`src/rtl/imu_sample_conditioner_core_assert.svh`:
```
// Assertion macros for the IMU sample conditioner.
// Used by files that check their own control logic; needs clk and rst_n in scope.
`ifndef IMU_SAMPLE_CONDITIONER_CORE_ASSERT_SVH
`define IMU_SAMPLE_CONDITIONER_CORE_ASSERT_SVH

// same-cycle implication, checked outside reset
`define IMUSC_ASSERT_IMPL(name, ante, cons, msg) \
  name: assert property (@(posedge clk) disable iff (!rst_n) (ante) |-> (cons)) \
    else $error(msg);

// next-cycle implication, checked outside reset
`define IMUSC_ASSERT_NEXT(name, ante, cons, msg) \
  name: assert property (@(posedge clk) disable iff (!rst_n) (ante) |=> (cons)) \
    else $error(msg);

`endif

```
`src/rtl/imusc_pkg.sv`:
```
// Shared types and constants of the IMU sample conditioner.
// No dependencies; imported by every module of the block.
package imusc_pkg;

  localparam int RAW_W    = 16;
  localparam int STATE_W  = 24;
  localparam int ACC_G_W  = 16;
  localparam int RAD_W    = 24;
  localparam int GAIN_W   = 16;
  localparam int SCALE_W  = 24;
  localparam int CFG_W    = 24;
  localparam int MAG_W    = 23;
  localparam int QUO_W    = 16;
  localparam int RND_W    = 8;

  typedef logic signed [RAW_W-1:0]   raw_t;
  typedef logic signed [STATE_W-1:0] state_t;
  typedef logic signed [ACC_G_W-1:0] accel_g_t;
  typedef logic signed [RAD_W-1:0]   rate_rad_t;
  typedef logic [GAIN_W-1:0]         gain_t;
  typedef logic [SCALE_W-1:0]        scale_t;

  typedef enum logic [1:0] {
    ACT_CALIB   = 2'd0,
    ACT_MEASURE = 2'd1,
    ACT_RESTART = 2'd2
  } action_t;

  typedef enum logic [1:0] {
    ST_CAL_TAKEN  = 2'd0,
    ST_CAL_DONE   = 2'd1,
    ST_MEAS_VALID = 2'd2,
    ST_RESTARTED  = 2'd3
  } status_t;

  typedef enum logic {
    REG_FILTER_GAIN = 1'b0,
    REG_GYRO_SCALE  = 1'b1
  } reg_idx_t;

  localparam gain_t  GAIN_RESET  = 16'd19661;
  localparam scale_t SCALE_RESET = 24'd4570808;

  // rate output clamp, in the width of the shifted product
  localparam logic signed [25:0] RATE_LIMIT = 26'sd4600000;

endpackage

```
`src/rtl/imusc_bias.sv`:
```
// Gyro bias divider: rounds sum*256/CAL_SAMPLES half away from zero.
// Reciprocal multiply on load, remainder and rounding table the cycle after.
// Depends on imusc_pkg.
module imusc_bias #(
  parameter int CAL_SAMPLES = 100
) (
  input  logic              clk,
  input  logic              load,
  input  imusc_pkg::state_t sum,
  output imusc_pkg::state_t bias
);
  import imusc_pkg::*;

  localparam int REM_W       = $clog2(CAL_SAMPLES + 1);
  localparam int RECIP_SHIFT = 30;
  localparam int RECIP_W     = RECIP_SHIFT + 1;
  localparam int PROD_W      = MAG_W + RECIP_W;
  localparam longint unsigned RecipVal =
    ((64'd1 << RECIP_SHIFT) + 64'(CAL_SAMPLES) - 64'd1) / 64'(CAL_SAMPLES);
  localparam logic [RECIP_W-1:0] RECIP = RECIP_W'(RecipVal);

  logic [STATE_W-1:0] abs_sum;
  logic [MAG_W-1:0]   mag_nxt;
  logic [PROD_W-1:0]  prod;
  logic [QUO_W-1:0]   q_nxt;

  logic [QUO_W-1:0]   q_r;
  logic [MAG_W-1:0]   mag_r;
  logic               neg_r;

  logic [MAG_W-1:0]   qc;
  logic [MAG_W-1:0]   rem;
  logic [RND_W-1:0]   rnd_tab [2**REM_W];
  logic [STATE_W-1:0] mag_bias;

  // rounding offset for each remainder: floor((512*r + N) / (2*N))
  for (genvar g = 0; g < 2**REM_W; g++) begin : g_rnd
    localparam int RndVal = (512 * g + CAL_SAMPLES) / (2 * CAL_SAMPLES);
    assign rnd_tab[g] = RND_W'(RndVal);
  end

  assign abs_sum = sum[STATE_W-1] ? STATE_W'(-sum) : STATE_W'(sum);
  assign mag_nxt = abs_sum[MAG_W-1:0];
  assign prod    = PROD_W'(mag_nxt) * PROD_W'(RECIP);
  assign q_nxt   = prod[RECIP_SHIFT +: QUO_W];

  always_ff @(posedge clk) begin
    if (load) begin
      q_r   <= q_nxt;
      mag_r <= mag_nxt;
      neg_r <= sum[STATE_W-1];
    end
  end

  assign qc       = MAG_W'(q_r) * MAG_W'(CAL_SAMPLES);
  assign rem      = mag_r - qc;
  assign mag_bias = {q_r, 8'd0} + STATE_W'(rnd_tab[rem[REM_W-1:0]]);
  assign bias     = neg_r ? $signed(-mag_bias) : $signed(mag_bias);

endmodule

```
`config.mk`:
```
export PLATFORM = sky130hd
export DESIGN_NAME = imusc_bias
export DESIGN_NICKNAME = d
export VERILOG_FILES = /design/src/rtl/imu_sample_conditioner_core_assert.svh /design/src/rtl/imusc_pkg.sv /design/src/rtl/imusc_bias.sv
export SDC_FILE = /design/constraint.sdc
export NUM_CORES = 1
export LEC_CHECK = 0
export BUFFER_PORTS_ARGS = -buffer_cell sky130_fd_sc_hd__buf_2
export CAP_MARGIN = 0
export CORE_UTILIZATION = 61
export DETAILED_ROUTE_END_ITERATION = 6
export PLACE_DENSITY = 0.84
export SLEW_MARGIN = 20
export SYNTH_ARGS = -nofsm -noshare
export SYNTH_HDL_FRONTEND = slang
export SYNTH_SLANG_ARGS = --single-unit
```
`constraint.sdc`:
```
create_clock -name clk -period 14.15 [get_ports clk]
set_input_delay 4.245 -clock clk [delete_from_list [all_inputs] [get_ports clk]]
set_output_delay 4.245 -clock clk [all_outputs]
set_load 0.01 [all_outputs]
```
==> results.md <==
* Clock edge transition at the registers on the reported setup and hold paths at 60 ps
* Total wire length after detailed routing at 31.2 mm
* Sort of element at the start of the critical path: primary input
* Post_cts resized at 0
* CP Max Fanout at 7
* Total number of clock tree sinks at 24
* Post-synthesis async set-or-reset flop share at 0%
* I/O pin cnt at 50
* Global route hottest layer: met2
* Hpwl dp at 27.4 mm
* TritonCTS clock tree: done
* Post-synthesis cell area at 12500 um2
* Normalized max-slew margin at 22.3%
* Antenna violations before repair at 1
* Outcome: completed
* Setup TNS at 0 ps
* Die H at 145 um
* Ratio of final minimum period to clock period at 91.2%
* Count of final hold-check violations at 0
* Starting Density at 62.2%
* Mean routed wirelength per cell at 18.9 um
* Post-CTS Setup Bufs at 0
* Row count at 52
* Core Footprint at 20200 um2
* DRC violation total after the first TritonRoute iteration at 625
* RSZ-0062 raised after global routing: false
* Share of layout cells above drive strength 1 at 6.66%
* Setup crit end kind: register
* Area used by multi-input combinational logic at 10400 um2
* Flip-flop and latch area at 721 um2
* Last weighted congestion value of the routability-driven placer at 0.969
* Final nets at 1850
* Maximum number of pins on one net before global-route repair at 43
* Total routing usage reported by global routing at 31.0%
* Proportion of synthesized chip area in sequential cells at 5.74%
* Cell type of the slowest stage on the worst timing path: a21boi_0
* GRT met1 Usage at 39.9%
* Port bufs at 49
* Met2 capacity usage during global routing at 52.9%
* Required time worst endpoint at 14230 ps
* # hold bufs at CTS at 0
* Worst setup slack after placement at 1050 ps
* Number of flops mapped to enable cells by yosys at 24
* Horizontal die dimension at 145 um
* Max-capacitance violation count at 0
* Buffers from clock root to sink, at most at 2
* Max Clock Freq at 77.5 MHz
* CTS Root Buffer Type: clkbuf_16
* Transition time of the tightest slew-check pin at 1170 ps
* Remaining number of nets flagged by the antenna check after routing at 0
* Global routing met3 resource utilization at 4.01%
* Slowest cell delay on critical path at 750 ps
* Global-route wire length before repair at 51.5 mm
* Minimum period implied by the final worst setup slack at 12910 ps
* Number of max-slew violations in the final report at 0
* CP dominant cell by count: fa_1
* Post-synth cell types at 83
* Classification of the worst-slack hold path: in -> reg
* Worst path setup slack after routing at 1240 ps
* Number of flip-flops and latches in the synthesized netlist at 24
* Mean instance size in the synthesized netlist at 9.30 um2
* Via count of the first global-routing pass at 10200
* Arrival time worst endpoint at 12990 ps
* Post-route DRC at 0
* H-tree Lvls at 1
* Ratio of routed vias to standard cells at 5.83
* Filler instances at 1556
* Synthesized instance count at 1349
* Residual overflow from global routing at 0
* Flip-flop cell with the highest count after synthesis: edfxtp_1
* Post-synthesis net count at 1817
* Yosys warning count at 0
* Classification of the worst setup path: in -> reg
* Setup-violating endpoint count in the final report at 0
* Synth-to-Final Area Change at 4.98%
* Routed vias at 9623
* Number of buffers created by CTS at 3
* Detailed Routing Iterations Pass 1 at 5
* Die ar. at 21100 um2
==> metal layers <==
metal | vias up | wire, um
li1 | 4479 | -
met1 | 4693 | 12800
met2 | 365 | 15100
met3 | 86 | 2060
met4 | 0 | 1240
met5 | - | 0
==> layout make-up <==
| class | instances | share of cell area, % |
|---|---|---|
| multi-input combinational | 950 | 78.8 |
| inverter | 340 | 9.69 |
| sequential | 24 | 5.47 |
| timing repair buffer | 63 | 2.66 |
| tap | 270 | 2.56 |
| clock buffer | 3 | 0.570 |
| clock inverter | 1 | 0.228 |
| antenna | 1 | 0.0190 |
==> cell families (layout without fill, tap and decap cells) <==
family          count (synthesis)  count (layout)  share of synthesized area [%]
flops                          24              24                           5.74
simple gates                  204             204                           8.00
buf+inv                       375             407                           11.5
other cells                     0               1                              0
mux                            17              17                           1.61
compound gates                208             208                           11.5
xor+xnor                       77              77                           5.61
fa+ha+maj                     444             444                           56.0
==> cells in the final DEF (no fill, tap or decap), types with 15 or more instances in the layout <==
cell type  instances
inv_1            339
ha_1             245
fa_1             197
xnor2_1           58
nand2_1           54
buf_2             49
nor2_1            46
o21ai_0           45
a21oi_1           42
edfxtp_1          24
nor3_1            22
xor2_1            15
nand3_1           15
==> per-stage QoR <==
stage	util (%)	hold WS, ps	area (um2)	std cells
final	65.3	4440	13200	1652
after floorplan	-	4340	12500	1349
after CTS	65.3	4440	13200	1651
after global routing	65.3	4460	13200	1651
after detailed placement	64.8	4720	13100	1647
after global placement	64.8	4720	13100	1647
==> worst paths after layout <==
kind / from / to / slack, ps / cells past startpoint
setup / recovery: sum[2] / q_r[15] / 1240 / 26
hold / removal: sum[0] / mag_r[0] / 4440 / 1
==> sequential cells by signal, indices dropped and copies added, names as in the netlist <==
signal,cells
neg_r,1
q_r,16
mag_r,7
==> Yosys cell counts (all sizes together), types with 15 or more instances <==
library cell,n,share of area [%]
nor2,46,1.4
nand2,54,1.6
ha,245,24
clkbuf,18,0.54
nand3,15,0.60
fa,197,31
o21ai,54,2.2
xor2,18,1.4
edfxtp,24,5.7
inv,340,10
nor3,22,0.88
a21oi,43,1.7
xnor2,59,4.2
buf,17,0.83
==> worst max-delay path: cells and delay by family <==
family / cells / cell delay (ps)
AOI/OAI and AO/OA: 8 / 2630
adders and majority gates: 8 / 3610
xor gates and xnor gates: 1 / 520
and+or+nand+nor: 5 / 1440
buffers and inverters: 4 / 530
Power is not shown: default switching activity piles up to over one toggle a cycle in this logic, so the estimate is an artifact.
