===== config.mk =====
export PLATFORM = sky130hd
export DESIGN_NAME = imusc_axis
export DESIGN_NICKNAME = d
export VERILOG_FILES = /design/src/rtl/imu_sample_conditioner_core_assert.svh /design/src/rtl/imusc_pkg.sv /design/src/rtl/imusc_axis.sv
export SDC_FILE = /design/constraint.sdc
export NUM_CORES = 2
export LEC_CHECK = 0
export ABC_AREA = 1
export BUFFER_PORTS_ARGS = -buffer_cell sky130_fd_sc_hd__buf_2
export CORE_UTILIZATION = 60
export DETAILED_ROUTE_END_ITERATION = 10
export GPL_ROUTABILITY_DRIVEN = 0
export PLACE_DENSITY = 0.92
export REMOVE_ABC_BUFFERS = 1
export SKIP_LAST_GASP = 1
export SYNTH_ARGS = -nofsm -noshare
export SYNTH_HDL_FRONTEND = slang
export SYNTH_SLANG_ARGS = --single-unit

===== constraint.sdc =====
create_clock -name vclk -period 9.6
set_input_delay 0.96 -clock vclk [all_inputs]
set_output_delay 0.96 -clock vclk [all_outputs]
set_load 0.02 [all_outputs]

===== src/rtl/imu_sample_conditioner_core_assert.svh =====
// Assertion macros for the IMU sample conditioner.
// Used by files that check their own control logic; needs clk and rst_n in scope.
`ifndef IMU_SAMPLE_CONDITIONER_CORE_ASSERT_SVH
`define IMU_SAMPLE_CONDITIONER_CORE_ASSERT_SVH

// same-cycle implication, checked outside reset
`define IMUSC_ASSERT_IMPL(name, ante, cons, msg) \
  name: assert property (@(posedge clk) disable iff (!rst_n) (ante) |-> (cons)) \
    else $error(msg);

// next-cycle implication, checked outside reset
`define IMUSC_ASSERT_NEXT(name, ante, cons, msg) \
  name: assert property (@(posedge clk) disable iff (!rst_n) (ante) |=> (cons)) \
    else $error(msg);

`endif


===== src/rtl/imusc_pkg.sv =====
// Shared types and constants of the IMU sample conditioner.
// No dependencies; imported by every module of the block.
package imusc_pkg;

  localparam int RAW_W    = 16;
  localparam int STATE_W  = 24;
  localparam int ACC_G_W  = 16;
  localparam int RAD_W    = 24;
  localparam int GAIN_W   = 16;
  localparam int SCALE_W  = 24;
  localparam int CFG_W    = 24;
  localparam int MAG_W    = 23;
  localparam int QUO_W    = 16;
  localparam int RND_W    = 8;

  typedef logic signed [RAW_W-1:0]   raw_t;
  typedef logic signed [STATE_W-1:0] state_t;
  typedef logic signed [ACC_G_W-1:0] accel_g_t;
  typedef logic signed [RAD_W-1:0]   rate_rad_t;
  typedef logic [GAIN_W-1:0]         gain_t;
  typedef logic [SCALE_W-1:0]        scale_t;

  typedef enum logic [1:0] {
    ACT_CALIB   = 2'd0,
    ACT_MEASURE = 2'd1,
    ACT_RESTART = 2'd2
  } action_t;

  typedef enum logic [1:0] {
    ST_CAL_TAKEN  = 2'd0,
    ST_CAL_DONE   = 2'd1,
    ST_MEAS_VALID = 2'd2,
    ST_RESTARTED  = 2'd3
  } status_t;

  typedef enum logic {
    REG_FILTER_GAIN = 1'b0,
    REG_GYRO_SCALE  = 1'b1
  } reg_idx_t;

  localparam gain_t  GAIN_RESET  = 16'd19661;
  localparam scale_t SCALE_RESET = 24'd4570808;

  // rate output clamp, in the width of the shifted product
  localparam logic signed [25:0] RATE_LIMIT = 26'sd4600000;

endpackage


===== src/rtl/imusc_axis.sv =====
// One axis of the measure datapath: accel low-pass step and gyro bias/scale.
// Depends on imusc_pkg.
module imusc_axis (
  input  imusc_pkg::raw_t      accel_raw,
  input  imusc_pkg::raw_t      rate_raw,
  input  imusc_pkg::state_t    filt,
  input  imusc_pkg::state_t    bias,
  input  imusc_pkg::gain_t     gain,
  input  imusc_pkg::scale_t    scale,
  output imusc_pkg::state_t    filt_nxt,
  output imusc_pkg::accel_g_t  accel_g,
  output imusc_pkg::rate_rad_t rate_rad
);
  import imusc_pkg::*;

  logic signed [24:0] acc_scaled;
  logic signed [24:0] diff;
  logic signed [16:0] gain_s;
  logic signed [41:0] filt_prod;
  logic signed [41:0] filt_round;
  logic signed [25:0] step;
  logic signed [25:0] filt_sum;
  logic signed [24:0] g_sum;

  logic signed [24:0] rate_scaled;
  logic signed [24:0] rate_diff;
  logic signed [24:0] scale_s;
  logic signed [49:0] rate_prod;
  logic signed [49:0] rate_round;
  logic signed [25:0] rate_full;

  // filter: state moves toward raw*256 by alpha, rounded to nearest
  assign acc_scaled = $signed({accel_raw[RAW_W-1], accel_raw, 8'd0});
  assign diff       = acc_scaled - $signed({filt[STATE_W-1], filt});
  assign gain_s     = $signed({1'b0, gain});
  assign filt_prod  = 42'(diff) * 42'(gain_s);
  assign filt_round = filt_prod + 42'sd32768;
  assign step       = $signed(filt_round[41:16]);
  assign filt_sum   = $signed({{2{filt[STATE_W-1]}}, filt}) + step;
  assign filt_nxt   = filt_sum[STATE_W-1:0];

  assign g_sum   = $signed({filt_nxt[STATE_W-1], filt_nxt}) + 25'sd128;
  assign accel_g = g_sum[23:8];

  // gyro: remove bias, scale by scale * 2^-24 with rounding, clamp
  assign rate_scaled = $signed({rate_raw[RAW_W-1], rate_raw, 8'd0});
  assign rate_diff   = rate_scaled - $signed({bias[STATE_W-1], bias});
  assign scale_s     = $signed({1'b0, scale});
  assign rate_prod   = 50'(rate_diff) * 50'(scale_s);
  assign rate_round  = rate_prod + 50'sd8388608;
  assign rate_full   = $signed(rate_round[49:24]);

  always_comb begin
    if (rate_full > RATE_LIMIT) begin
      rate_rad = RATE_LIMIT[RAD_W-1:0];
    end else if (rate_full < -RATE_LIMIT) begin
      rate_rad = 24'(-RATE_LIMIT);
    end else begin
      rate_rad = rate_full[RAD_W-1:0];
    end
  end

endmodule


==> results.md, run 1 <==
* Status: did not finish
* Stop stage: global routing (5_1_grt)
* Error: [ERROR GRT-0116] Global routing finished with congestion. Check the congestion regions in the DRC Viewer.
* First-pass GRT wire length at 456 mm
* Sequential cell area fraction in the yosys report at 0%
* Cells after DPL at 7492
* Area after DPL at 50200 um2
* Port bufs at 184
* Num rows at 97
* Synth warn at 0
* DIE WIDTH at roughly 270 um
* Distinct cells, synth at 61
* Area of the mapped netlist at between 40000 and 50000 um2
* Initial Util at between 60% and 70%
* Final global-route overflow total at ~3200
* Die Ht at about 270 um
* Largest net degree at the start of global routing at 24
* Post-DP HPWL at 141 mm
* Syn avg cell area at around 7.4 um2
* Cells after Synth at 5755
* Number of global-route vias before repair at 66600
* IO Count at between 150 and 200
* Overall routing resource usage at 88.1%
## cells in the mapped netlist (7+ instances only)
master / count / area share (%)
o21ai_1: 9 / 0.11
o21ai_0: 58 / 0.68
nor2_1: 698 / 6.1
clkbuf_1: 127 / 1.1
or2_2: 26 / 0.38
nand2_1: 1171 / 10
nand4_1: 35 / 0.51
o21bai_1: 21 / 0.37
nor3_1: 21 / 0.25
fa_1: 984 / 46
a21oi_1: 138 / 1.6
nand2_2: 31 / 0.45
inv_2: 15 / 0.13
o21a_1: 11 / 0.19
a21o_1: 10 / 0.18
inv_1: 1662 / 15
ha_1: 347 / 10
xnor2_1: 45 / 0.92
nand3_1: 114 / 1.3
buf_2: 7 / 0.082
a21boi_0: 7 / 0.12
xor2_1: 90 / 1.8
clkinv_1: 17 / 0.15
nor2_2: 11 / 0.16
nand3_2: 11 / 0.26
## per-layer routing
| metal | GRT overflow | track usage (%) |
|---|---|---|
| met5 | 21 | 68.9 |
| met4 | 706 | 90.3 |
| met3 | 157 | 79.1 |
| met2 | 2040 | 104 |
| met1 | 244 | 81.3 |
## what timing repair did
action                                  4_1_cts
cloned                                        5
endpoints found under the setup margin       60
resized for setup                           744
pin swaps                                   312
buffers inserted                            108
hold buffers                                  0
## through the flow
step           util [%]  TNS (ns)  worst slack [ns]
4_1_cts            77.1    -36.15            -0.975
3_5_place_dp       71.5    -75.72             -1.91
3_3_place_gp       71.5    -42.54             -1.45
2_1_floorplan         -    -22.45             -1.03
## logic make-up after synthesis
logic type | synth area share (%)
adder cells (fa/ha/maj) | 56.2
AND/OR/NAND/NOR | 20.6
AO/OA/AOI/OAI | 3.92
XOR/XNOR | 3.03
buffers and inverters | 16.2
==> run 2: changes to the inputs <==
--- a/config.mk
+++ b/config.mk
@@ -7,10 +7,10 @@
 export LEC_CHECK = 0
 export ABC_AREA = 1
 export BUFFER_PORTS_ARGS = -buffer_cell sky130_fd_sc_hd__buf_2
-export CORE_UTILIZATION = 60
+export CORE_UTILIZATION = 40
 export DETAILED_ROUTE_END_ITERATION = 10
 export GPL_ROUTABILITY_DRIVEN = 0
-export PLACE_DENSITY = 0.92
+export PLACE_DENSITY_LB_ADDON = 0.15
 export REMOVE_ABC_BUFFERS = 1
 export SKIP_LAST_GASP = 1
 export SYNTH_ARGS = -nofsm -noshare
==> constraint.sdc (replaced) <==
create_clock -name vclk -period 12.5
set_input_delay 1.25 -clock vclk [all_inputs]
set_output_delay 1.25 -clock vclk [all_outputs]
set_load 0.02 [all_outputs]
==> run 2 against run 1 <==
Net effect: the flow now finishes, with violations (DRC); synthesized cell count unchanged; synthesized area unchanged.
==> results.md, run 2 <==
* Status: finished with violations (was did not finish)
* Failing checks: DRC
* Top-count cell post-synth: inv_1 (unchanged)
* Hold path depth at 3
* Synth warn at 0 (unchanged)
* IO Count at 184 (unchanged)
* Fin crit share at a little over nine tenths
* CP required at between 10 and 15 ns
* Final Hold Fails at 0
* CP Class: input pin to output port
* Setup TNS at 0 ns
* Crit path largest cell delay at 0.54 ns
* Via count at about 36000
* Pre-Repair DR Iteration Count at 9
* Port bufs at 184 (unchanged)
* # clk buffers at 0
* DIE AREA at 108000 um2
* First-pass GRT wire length at ~210 mm
* Final setup viols at 0
* Overall routing resource usage at between 20% and 30%
* Slew @ Worst Pin at around 1.1 ns
* Initial Util at 40.5% (was 60.9%)
* Area grow syn2layout at 7.81%
* Num rows at 119 (was 97)
* WP data arrival at 10.72 ns
* CP endpoint kind: output port
* Max-cap violation count at 0
* Max-slew headroom at 26.8%
* Multi-input logic area at about 36000 um2
* Commonest cells after routing, fill and taps aside: inv_1, nand2_1, fa_1
* Sequential cell area fraction in the yosys report at 0% (unchanged)
* Cells after Synth at 5755 (unchanged)
* Share of the synthesized area in the top cell type at 46.1% (unchanged)
* CP max stage cell: fa_1
* Seq cells at 0
* Fmax at approximately 84 MHz
* Post-synth top cells: inv_1, nand2_1, fa_1 (unchanged)
* Final Max Tran Viols at 0
* DIE WIDTH at 329 um (was 269 um)
* Total wire length at about 130 mm
* Cell taking the most area after synthesis: fa_1 (unchanged)
* Number of global-route vias before repair at about 37000
* Drt via density at 4.87
* Max FO, Critical Path at 10
* Initial antenna violation count at 2
* Final global-route overflow total at 0
* # DRC at 4
* Post-DP HPWL at 118 mm (was 141 mm)
* Largest net degree at the start of global routing at 26
* Distinct cells, synth at 61 (unchanged)
* Core Region at 106000 um2
* FF/Latch Area at 0 um2
* # fillers at 11100
* Antenna-violating nets left at 0
* Final worst path period need at around 12 ns
* CP Launch Type: input pin
* Hold Crit Endpoint: filt_nxt[0]
* Min-delay src: filt[0]
* Syn avg cell area at 7.43 um2 (unchanged)
* Synth area leaders: fa_1, inv_1, nand2_1 (unchanged)
* Total Nets Final at ~7400
* Area of the mapped netlist at 42800 um2 (unchanged)
* Worst path most repeated cell: nand2_1
* Avg WL per Cell at ~18 um
* Most common cell after layout, fill and taps aside: inv_1
* RSZ-0062 raised after global routing: yes
* Iter 0 DRT Violations at ~2600
* Min-Delay Path Class: input pin to output port
* Share of layout cells above drive strength 1 at approximately 8.3%
* Die Ht at 329 um (was 269 um)
[run 2: final cells by class]
type	count	area share, %
Antenna cell	3	0.0163
Inverter	1694	13.8
Multi-Input combinational cell	3920	78.1
Tap cell	1391	3.77
Timing Repair Buffer	323	4.27
[run 2: cell families after synthesis]
group | Yosys count | share of synthesized area [%]
AO/OA/AOI/OAI | 289 | 3.92
XOR/XNOR | 142 | 3.03
adder cells (fa/ha/maj) | 1331 | 56.2
buffers and inverters | 1836 | 16.2
AND/OR/NAND/NOR | 2157 | 20.6
[run 2: worst max-delay path by stage]
stage	startpoint	to	slack, ns
after floorplan	filt[10]	accel_g[14]	1.29
after global routing	filt[0]	accel_g[15]	-0.08
after CTS	filt[22]	accel_g[15]	0.18
final	filt[0]	accel_g[15]	0.53
after global placement	filt[22]	accel_g[15]	-0.11
after detailed placement	filt[22]	accel_g[15]	0.02
[run 2: metrics by stage]
stage               hold WS [ns]  setup slack [ns]  instance area [um2]  util, %  instances
finish                      2.95             0.525                46100     43.6       7331
global route                2.99           -0.0762                46100     43.6       7328
CTS                         2.96             0.181                45900     43.4       7321
detailed placement          2.96            0.0177                45900     43.4       7321
global placement            2.95            -0.114                45900     43.4       7321
floorplan                   2.71              1.29                42200        -       5613
[run 2: layer usage]
layer | global-route usage [%] | up-vias | share of wire, %
met5 | 0 | - | 0
met4 | 4.30 | 0 | 2.1
met3 | 3.70 | 137 | 7.5
met2 | 41.9 | 1095 | 46
met1 | 36.2 | 17700 | 45
li1 | - | 16800 | -
[run 2: worst max-delay path: cells and delay by family]
family                     cells  cell delay (ns)
AOI/OAI and AO/OA              7             1.27
xor gates and xnor gates       3             0.61
adders and majority gates      9             3.88
buffers and inverters         10             0.94
and+or+nand+nor               22             2.75
[run 2: repair_timing]
item,in CTS,in global routing
hold endpoints to repair,0,0
resized for setup,1,56
endpoints found under the setup margin,1,37
buffers inserted,0,6
pin swaps,0,8
hold buffers,0,0
cloned,0,1
Power of run 2 is left out: the tool's default activity adds up to more than one toggle a clock period on the data nets, which glitch-free logic cannot reach.
